--- config.mk ---
export PLATFORM = sky130hd
export DESIGN_NAME = battery_charge_estimator
export DESIGN_NICKNAME = d
export VERILOG_FILES = /design/src/rtl/core/bce_pkg.sv /design/src/rtl/core/battery_charge_estimator.sv
export SDC_FILE = /design/constraint.sdc
export NUM_CORES = 2
export LEC_CHECK = 0
export ABC_AREA = 1
export BUFFER_PORTS_ARGS = -buffer_cell sky130_fd_sc_hd__clkbuf_2
export CAP_MARGIN = 15
export CORE_MARGIN = 3
export CORE_UTILIZATION = 60
export CTS_CLUSTER_DIAMETER = 150
export DETAILED_ROUTE_END_ITERATION = 6
export HOLD_SLACK_MARGIN = 0.06
export PLACE_DENSITY = 0.74
export SYNTH_ARGS = -nofsm -noshare
export SYNTH_HDL_FRONTEND = slang
export SYNTH_SLANG_ARGS = --single-unit
--- constraint.sdc ---
create_clock -name clk -period 8.35 [get_ports clk]
set_input_delay 0 -clock clk [delete_from_list [all_inputs] [get_ports clk]]
set_output_delay 0 -clock clk [all_outputs]
set_load 0.01 [all_outputs]
--- src/rtl/core/bce_pkg.sv ---
// Package for the battery charge estimator.
// Holds field widths, register indexes, reset values and the sequencer state type.
// No dependencies.
`default_nettype none
package bce_pkg;

	localparam int VOLT_W     = 17;
	localparam int TIME_W     = 32;
	localparam int PCNT_W     = 16;
	localparam int MARGIN_W   = 16;
	localparam int PCT_W      = 7;
	localparam int DSR_W      = 17;
	localparam int CFG_IDX_W  = 2;
	localparam int CFG_DATA_W = 32;
	localparam int IN_DATA_W  = 56;
	localparam int OUT_DATA_W = 8;

	localparam logic [CFG_IDX_W-1:0] REG_VMIN   = 2'd0;
	localparam logic [CFG_IDX_W-1:0] REG_VMAX   = 2'd1;
	localparam logic [CFG_IDX_W-1:0] REG_PERIOD = 2'd2;
	localparam logic [CFG_IDX_W-1:0] REG_MARGIN = 2'd3;

	localparam logic [VOLT_W-1:0]   VMIN_RST   = 17'd42000;
	localparam logic [VOLT_W-1:0]   VMAX_RST   = 17'd52000;
	localparam logic [TIME_W-1:0]   PERIOD_RST = 32'd120000;
	localparam logic [MARGIN_W-1:0] MARGIN_RST = 16'd1000;

	typedef enum logic [3:0] {
		ST_IDLE,
		ST_ACC,
		ST_BDIV,
		ST_PER,
		ST_MDIV,
		ST_MAP,
		ST_SDIV,
		ST_SLEW,
		ST_DONE
	} state_t;

endpackage
`default_nettype wire

--- src/rtl/core/battery_charge_estimator.sv ---
// Battery charge estimator top level: batch averaging, period mean and slew-limited mapping.
// Uses one shared restoring divider (one quotient bit per cycle) under a small sequencer;
// the batch average uses a constant reciprocal multiplication. Depends on bce_pkg.
// An item that completes no batch goes from ST_ACC to ST_DONE; one that completes a batch
// passes ST_BDIV and ST_PER, and one that updates the estimate goes on through ST_MDIV,
// ST_MAP, ST_SDIV (skipped for a bad range) and ST_SLEW before ST_DONE.
// One item is in work at a time; the next is taken once the result sits in the output register.
// Reset (arst_n low) clears all estimator state and loads the register defaults.
`default_nettype none
module battery_charge_estimator #(
	parameter int BATCH_SIZE = 5,
	parameter int FRAC_BITS  = 8
) (
	input  wire logic                             clk,
	input  wire logic                             arst_n,
	input  wire logic                             cfg_wr_en,
	input  wire logic [bce_pkg::CFG_IDX_W-1:0]    cfg_index,
	input  wire logic [bce_pkg::CFG_DATA_W-1:0]   cfg_data,
	input  wire logic                             s_tvalid,
	output logic                                  s_tready,
	input  wire logic [bce_pkg::IN_DATA_W-1:0]    s_tdata,  // volt_mv[16:0], now_ms[48:17]
	output logic                                  m_tvalid,
	input  wire logic                             m_tready,
	output logic [bce_pkg::OUT_DATA_W-1:0]        m_tdata   // charge_percent[6:0], updated[7]
);
	import bce_pkg::*;

	localparam int CNT_W  = $clog2(BATCH_SIZE + 1);
	localparam int BSUM_W = VOLT_W + $clog2(BATCH_SIZE + 1);
	localparam int CHG_W  = PCT_W + FRAC_BITS;
	localparam int SCL_W  = PCT_W + FRAC_BITS;
	localparam int PROD_W = VOLT_W + SCL_W;
	localparam int DVD_A  = (PROD_W > TIME_W) ? PROD_W : TIME_W;
	localparam int DVD_W  = (BSUM_W > DVD_A) ? BSUM_W : DVD_A;
	localparam int DCNT_W = $clog2(DVD_W);
	localparam int REC_S  = BSUM_W + $clog2(BATCH_SIZE);
	localparam int BPRD_W = 2 * BSUM_W + 1;

	localparam logic [CHG_W-1:0]  ONE_Q   = CHG_W'(1 << FRAC_BITS);
	localparam logic [CHG_W-1:0]  TEN_Q   = CHG_W'(10 << FRAC_BITS);
	localparam logic [CHG_W-1:0]  MAX_Q   = CHG_W'(100 << FRAC_BITS);
	localparam logic [SCL_W-1:0]  SCALE_Q = SCL_W'(90 << FRAC_BITS);
	localparam logic [CNT_W-1:0]  BATCH_N = CNT_W'(BATCH_SIZE);
	localparam logic [DCNT_W-1:0] DCNT_LAST = DCNT_W'(DVD_W - 1);
	localparam logic [BSUM_W:0]   REC_M = (BSUM_W + 1)'(((64'd1 << REC_S)
		+ 64'(BATCH_SIZE) - 64'd1) / 64'(BATCH_SIZE));

	state_t state_q, state_d;

	logic [VOLT_W-1:0]   vmin_q, vmax_q;
	logic [TIME_W-1:0]   period_q;
	logic [MARGIN_W-1:0] margin_q;

	logic [VOLT_W-1:0]   volt_q;
	logic [TIME_W-1:0]   now_q;
	logic [BSUM_W-1:0]   bsum_q;
	logic [CNT_W-1:0]    bcnt_q;
	logic [TIME_W-1:0]   psum_q;
	logic [PCNT_W-1:0]   pcnt_q;
	logic [TIME_W-1:0]   pstart_q;
	logic                first_q;
	logic [CHG_W-1:0]    last_q;
	logic                upd_q;

	logic [DSR_W-1:0]    rem_q;
	logic [DVD_W-1:0]    quo_q;
	logic [DSR_W-1:0]    dsr_q;
	logic [DCNT_W-1:0]   dcnt_q;

	logic                         m_tvalid_q;
	logic [OUT_DATA_W-1:0]        m_tdata_q;

	logic                accept_ok, batch_full, avg_pos, due, do_update, bad_range;
	logic                div_load, div_step, out_free;
	logic [DVD_W-1:0]    div_dvd;
	logic [DSR_W-1:0]    div_dsr;
	logic [BSUM_W-1:0]   bsum_new;
	logic [CNT_W-1:0]    bcnt_new;
	logic [BPRD_W-1:0]   bprod;
	logic [VOLT_W-1:0]   bavg;
	logic [VOLT_W-1:0]   avg;
	logic [TIME_W:0]     psum_add;
	logic [TIME_W-1:0]   psum_new, elapsed, mean;
	logic [PCNT_W-1:0]   pcnt_new;
	logic [VOLT_W-1:0]   vclamp, diff, span;
	logic [PROD_W-1:0]   prod;
	logic [CHG_W-1:0]    raw, slew_val;
	logic [DSR_W:0]      trial, trial_sub;
	logic                trial_ge;

	always_comb begin
		accept_ok = ({1'b0, volt_q} + {2'b00, margin_q}) >= {1'b0, vmin_q};
		bsum_new  = bsum_q + BSUM_W'(volt_q);
		bcnt_new  = bcnt_q + CNT_W'(1);
		batch_full = bcnt_new >= BATCH_N;

		bprod = BPRD_W'(quo_q[BSUM_W-1:0]) * BPRD_W'(REC_M);
		bavg  = bprod[REC_S +: VOLT_W];

		avg      = quo_q[VOLT_W-1:0];
		avg_pos  = |avg;
		psum_add = {1'b0, psum_q} + (TIME_W + 1)'(avg);
		psum_new = psum_q;
		pcnt_new = pcnt_q;
		if (avg_pos) begin
			psum_new = psum_add[TIME_W] ? '1 : psum_add[TIME_W-1:0];
			if (pcnt_q != '1) begin
				pcnt_new = pcnt_q + PCNT_W'(1);
			end
		end
		elapsed   = now_q - pstart_q;
		due       = first_q || (elapsed >= period_q);
		do_update = due && (pcnt_new != '0);

		mean      = quo_q[TIME_W-1:0];
		bad_range = vmax_q <= vmin_q;
		if (mean < TIME_W'(vmin_q)) begin
			vclamp = vmin_q;
		end else if (mean > TIME_W'(vmax_q)) begin
			vclamp = vmax_q;
		end else begin
			vclamp = mean[VOLT_W-1:0];
		end
		diff = vclamp - vmin_q;
		span = vmax_q - vmin_q;
		prod = PROD_W'(diff) * PROD_W'(SCALE_Q);

		raw      = TEN_Q + quo_q[CHG_W-1:0];
		slew_val = raw;
		if (last_q >= ONE_Q) begin
			if (last_q > raw && (last_q - raw) > ONE_Q) begin
				slew_val = last_q - ONE_Q;
			end else if (raw > last_q && (raw - last_q) > ONE_Q) begin
				slew_val = last_q + ONE_Q;
			end
		end

		trial     = {rem_q, quo_q[DVD_W-1]};
		trial_ge  = trial >= {1'b0, dsr_q};
		trial_sub = trial - {1'b0, dsr_q};
	end

	always_comb begin
		state_d  = state_q;
		s_tready = 1'b0;
		div_load = 1'b0;
		div_dvd  = '0;
		div_dsr  = '0;
		div_step = 1'b0;
		out_free = !m_tvalid_q || m_tready;
		case (state_q)
			ST_IDLE: begin
				s_tready = 1'b1;
				if (s_tvalid) begin
					state_d = ST_ACC;
				end
			end
			ST_ACC: begin
				if (accept_ok && batch_full) begin
					div_load = 1'b1;
					div_dvd  = DVD_W'(bsum_new);
					state_d  = ST_BDIV;
				end else begin
					state_d = ST_DONE;
				end
			end
			ST_BDIV: begin
				div_load = 1'b1;
				div_dvd  = DVD_W'(bavg);
				state_d  = ST_PER;
			end
			ST_PER: begin
				if (do_update) begin
					div_load = 1'b1;
					div_dvd  = DVD_W'(psum_new);
					div_dsr  = DSR_W'(pcnt_new);
					state_d  = ST_MDIV;
				end else begin
					state_d = ST_DONE;
				end
			end
			ST_MDIV: begin
				div_step = 1'b1;
				if (dcnt_q == '0) begin
					state_d = ST_MAP;
				end
			end
			ST_MAP: begin
				div_load = 1'b1;
				div_dsr  = span;
				if (bad_range) begin
					div_dvd = '0;
					state_d = ST_SLEW;
				end else begin
					div_dvd = DVD_W'(prod);
					state_d = ST_SDIV;
				end
			end
			ST_SDIV: begin
				div_step = 1'b1;
				if (dcnt_q == '0) begin
					state_d = ST_SLEW;
				end
			end
			ST_SLEW: begin
				state_d = ST_DONE;
			end
			ST_DONE: begin
				if (out_free) begin
					state_d = ST_IDLE;
				end
			end
			default: begin
				state_d = ST_IDLE;
			end
		endcase
	end

	always_ff @(posedge clk or negedge arst_n) begin
		if (!arst_n) begin
			state_q <= ST_IDLE;
		end else begin
			state_q <= state_d;
		end
	end

	always_ff @(posedge clk or negedge arst_n) begin
		if (!arst_n) begin
			vmin_q     <= VMIN_RST;
			vmax_q     <= VMAX_RST;
			period_q   <= PERIOD_RST;
			margin_q   <= MARGIN_RST;
			bsum_q     <= '0;
			bcnt_q     <= '0;
			psum_q     <= '0;
			pcnt_q     <= '0;
			pstart_q   <= '0;
			first_q    <= 1'b1;
			last_q     <= '0;
			upd_q      <= 1'b0;
			dcnt_q     <= '0;
			m_tvalid_q <= 1'b0;
		end else begin
			if (cfg_wr_en) begin
				case (cfg_index)
					REG_VMIN:   vmin_q   <= cfg_data[VOLT_W-1:0];
					REG_VMAX:   vmax_q   <= cfg_data[VOLT_W-1:0];
					REG_PERIOD: period_q <= cfg_data[TIME_W-1:0];
					REG_MARGIN: margin_q <= cfg_data[MARGIN_W-1:0];
					default: begin
					end
				endcase
			end
			if (div_load) begin
				dcnt_q <= DCNT_LAST;
			end else if (div_step) begin
				dcnt_q <= dcnt_q - DCNT_W'(1);
			end
			if (state_q == ST_DONE && out_free) begin
				m_tvalid_q <= 1'b1;
			end else if (m_tready) begin
				m_tvalid_q <= 1'b0;
			end
			case (state_q)
				ST_ACC: begin
					upd_q <= 1'b0;
					if (accept_ok) begin
						if (batch_full) begin
							bsum_q <= '0;
							bcnt_q <= '0;
						end else begin
							bsum_q <= bsum_new;
							bcnt_q <= bcnt_new;
						end
					end
				end
				ST_PER: begin
					if (do_update) begin
						psum_q   <= '0;
						pcnt_q   <= '0;
						first_q  <= 1'b0;
						pstart_q <= now_q;
					end else begin
						psum_q <= psum_new;
						pcnt_q <= pcnt_new;
					end
				end
				ST_SLEW: begin
					last_q <= slew_val;
					upd_q  <= 1'b1;
				end
				default: begin
				end
			endcase
		end
	end

	always_ff @(posedge clk) begin
		if (s_tvalid && s_tready) begin
			volt_q <= s_tdata[VOLT_W-1:0];
			now_q  <= s_tdata[VOLT_W +: TIME_W];
		end
		if (div_load) begin
			rem_q <= '0;
			quo_q <= div_dvd;
			dsr_q <= div_dsr;
		end else if (div_step) begin
			rem_q <= trial_ge ? trial_sub[DSR_W-1:0] : trial[DSR_W-1:0];
			quo_q <= {quo_q[DVD_W-2:0], trial_ge};
		end
		if (state_q == ST_DONE && out_free) begin
			m_tdata_q <= {upd_q, last_q[FRAC_BITS +: PCT_W]};
		end
	end

	assign m_tvalid = m_tvalid_q;
	assign m_tdata  = m_tdata_q;

	a_charge_range: assert property (@(posedge clk) disable iff (!arst_n)
		last_q <= MAX_Q)
		else $error("charge estimate above full scale");

	a_first_cleared: assert property (@(posedge clk) disable iff (!arst_n)
		(state_q == ST_SLEW) |-> !first_q)
		else $error("first update still pending at slew step");

	a_div_rem: assert property (@(posedge clk) disable iff (!arst_n)
		div_step |-> (rem_q < dsr_q))
		else $error("divider remainder not below divisor");

	a_batch_cnt: assert property (@(posedge clk) disable iff (!arst_n)
		bcnt_q < BATCH_N)
		else $error("batch count reached batch size");

	a_update_flag: assert property (@(posedge clk) disable iff (!arst_n)
		(state_q == ST_SLEW) |=> upd_q && (state_q == ST_DONE))
		else $error("update flag not set after new estimate");

endmodule
`default_nettype wire

==> run metrics <==
number of I/O port buffers 97; r2r setup slk 0.76 ns; vias per cell 5.77; Slew @ Worst Pin 1.08 ns; Main synth FF type dfrtp_1; post-synthesis cell type with the largest combined area ha_1; R2R cell count 41; crit path launch type flip-flop; Clock Pin Slew Worst Setup and Hold Paths 0.06 ns; r2r startpoint mean[1]$_DFFE_PP_; Final Hold Fails 0; DRT iter0 DRCs 3173; final setup fails 0; Syn Std Cell Area 35700 µm²; largest net degree at the start of global routing 83; ANT nets after route 0; grt ovf 0; CP endpoint kind flip-flop; number of global-route vias before repair 31300; CTS tree yes; async set-reset flop share out of synthesis 63.3%; H-Tree Depth 2; top cells by area, synth ha_1 18%, dfrtp_1 13%, nand2_1 11%; Core ar. 58400 µm²; Routed Wire Length 107000 µm; register area share after synthesis 24.8%; Overall Global Routing Usage 33.6%; status complete, no violations; WP data required 8.67 ns; hold worst-path end now_q[9]$_DFFE_PP_; FP Rows 88; syn_area_per_cell 7.53 µm²; Min-Delay Path Class input port to flip-flop; clk buf depth 3; HPWL Detailed 82600 µm; Synth cell types 60; crit path DAT 7.91 ns; Die Ht 250 µm; Gate Count Post-Synth 4749; count leader, synth nand2_1; Rel. slew slack 28.1%; Setup Skew 0.0485 ns; Critical Path Fanout Max 26; Period minus WS final 7.59 ns; global-route wire length before repair 168000 µm; Slowest-stage cell, CP edfxtp_1; Syn Nets 5516; DIE AREA 62500 µm²; Starting Density 61.3%; register bit total from synthesis 335; hold_sp s_tdata[26]; Slew Limit Fails 0; synth cell count leaders 1076 x nand2_1, 811 x inv_1, 504 x ha_1, 318 x a21oi_1, 313 x nor2_1; RSZ-0062 raised after global routing no; final net count 5709; Filler cells 5018; die width 250 µm; share of the synthesized area in the top cell type 17.6%; Synth warnings 0; most frequent CP cell nand2_1; critical path class flip-flop to flip-flop; # IOs 105; CTS sink cnt 335; root buffer cell clkbuf_16; residual DRC count 0; drt pass-1 iters 7; share of cells above drive strength 1 5.61%; Worst Hold Depth 2; fin crit share 90.9%; slowest stage delay, CP 0.74 ns; Area Overhead vs Synth 10.6%; gpl congestion 0.994; TNS Setup 0 ns; RR Endpoint mean[29]$_DFFE_PP_; DR WL/cell 18.7 µm; number of flops mapped to enable cells by yosys 106; FMAX 132 MHz; CTS buffer count 42; max-cap violations 0; Worst-Skew Late Latency 0.61 ns; initial antenna violation count 1; Via Count 33100
-- worst max path at each step --
stage                            startpoint            endpoint  slack (ns)  cells past startpoint
after floorplan           mean[9]$_DFFE_PP_  mean[27]$_DFFE_PP_        1.73                     41
after global placement    mean[1]$_DFFE_PP_  mean[29]$_DFFE_PP_        1.04                     42
after detailed placement  mean[1]$_DFFE_PP_  mean[29]$_DFFE_PP_        0.90                     42
after CTS                 mean[1]$_DFFE_PP_  mean[29]$_DFFE_PP_        0.86                     42
after global routing      mean[1]$_DFFE_PP_  mean[29]$_DFFE_PP_        0.11                     41
final                     mean[1]$_DFFE_PP_  mean[29]$_DFFE_PP_        0.76                     41
-- placed cells by master (no fill, tap or decap), types with 6 or more instances in the layout --
cell / Yosys / routed
dfstp_2: 24 / 24
or2_2: 17 / 17
clkinv_1: 4 / 6
clkbuf_1: 50 / 12
dlygate4sd3_1: 0 / 93
o31ai_1: 11 / 10
buf_4: 3 / 42
xor2_1: 100 / 100
a21boi_0: 6 / 6
a21o_1: 19 / 19
nand4_1: 116 / 116
ha_1: 504 / 504
o21bai_1: 15 / 15
fa_1: 168 / 168
inv_1: 811 / 811
xnor2_1: 54 / 54
nor3_1: 50 / 49
dfrtp_1: 188 / 188
clkbuf_16: 0 / 44
nand3_1: 222 / 221
a211oi_1: 8 / 8
nor4_1: 18 / 18
o211ai_1: 20 / 20
o21a_1: 15 / 15
nor2_1: 313 / 311
nor2_2: 6 / 7
clkinv_2: 0 / 6
dfxtp_1: 17 / 17
a21oi_1: 318 / 318
edfxtp_1: 106 / 106
nand3b_1: 6 / 6
o21ai_0: 292 / 292
clkbuf_2: 0 / 96
a31oi_1: 14 / 14
nand2_2: 7 / 7
o22ai_1: 46 / 46
nand2_1: 1076 / 1076
o21ai_1: 48 / 48
-- kinds of logic after synthesis --
family	Yosys count	synth area share (%)
compound gates	833	12.7
xor+xnor	155	3.82
simple gates	1851	21.9
flops	335	24.8
fa+ha+maj	672	27.0
buf+inv	903	9.69
-- metal layers --
layer / track usage, % / vias up / share of wire, %
met3: 6.44 / 215 / 9.7
met1: 47.9 / 15500 / 44
li1: - / 16000 / -
met5: 0 / - / 0
met2: 52.2 / 1386 / 44
met4: 10.1 / 0 / 3.2
-- stage by stage --
step | cell area [µm²] | hold slack (ns) | worst slack (ns) | instances | utilization, %
after floorplan | 35700 | -0.296 | 1.73 | 4749 | -
after detailed placement | 37200 | 0.0536 | 0.897 | 5568 | 63.7
after global placement | 37200 | 0.0541 | 1.04 | 5568 | 63.7
after CTS | 39500 | 0.0817 | 0.860 | 5736 | 67.6
final | 39500 | 0.109 | 0.763 | 5743 | 67.8
after global routing | 39500 | 0.106 | 0.107 | 5741 | 67.7
-- sequential cells by signal, indices dropped and copies added (netlist names) --
register	flops
m_tdata	8
rem_q	17
pstart_q	32
bcnt_q	3
vmin_q	17
m_tvalid	1
pcnt_q	16
vmax_q	17
upd_q	1
mean	32
volt_q	17
last_q	15
now_q	32
margin_q	16
psum_q	32
dsr_q	17
period_q	32
bsum_q	20
dcnt_q	5
state_q	4
first_q	1
-- cell type report --
cell class / instances / area [µm²] / area share (%)
Timing Repair Buffer: 234 / 1780 / 4.49
Antenna cell: 2 / 5.00 / 0.0127
Sequential cell: 335 / 8860 / 22.4
Clock inverter: 19 / 225 / 0.570
Clock buffer: 59 / 1190 / 3.00
Multi-Input combinational cell: 3511 / 23500 / 59.3
Inverter: 818 / 3070 / 7.77
Tap cell: 765 / 957 / 2.42
-- what timing repair did --
action                                 CTS  global route
endpoints found under the hold margin  219             7
buffers inserted                         0             0
hold buffers                            90             3
resized for setup                        0             0
-- worst max-delay path, delay by kind of cell, from the launching register on --
kind | cells | cell delay, ns
fa+ha+maj | 6 | 2.21
simple gates | 18 | 1.56
flops | 1 | 0.74
compound gates | 10 | 1.92
xor+xnor | 2 | 0.31
buf+inv | 5 | 0.53
Power is not shown: default switching activity piles up to over one toggle a cycle in this logic, so the estimate is an artifact.
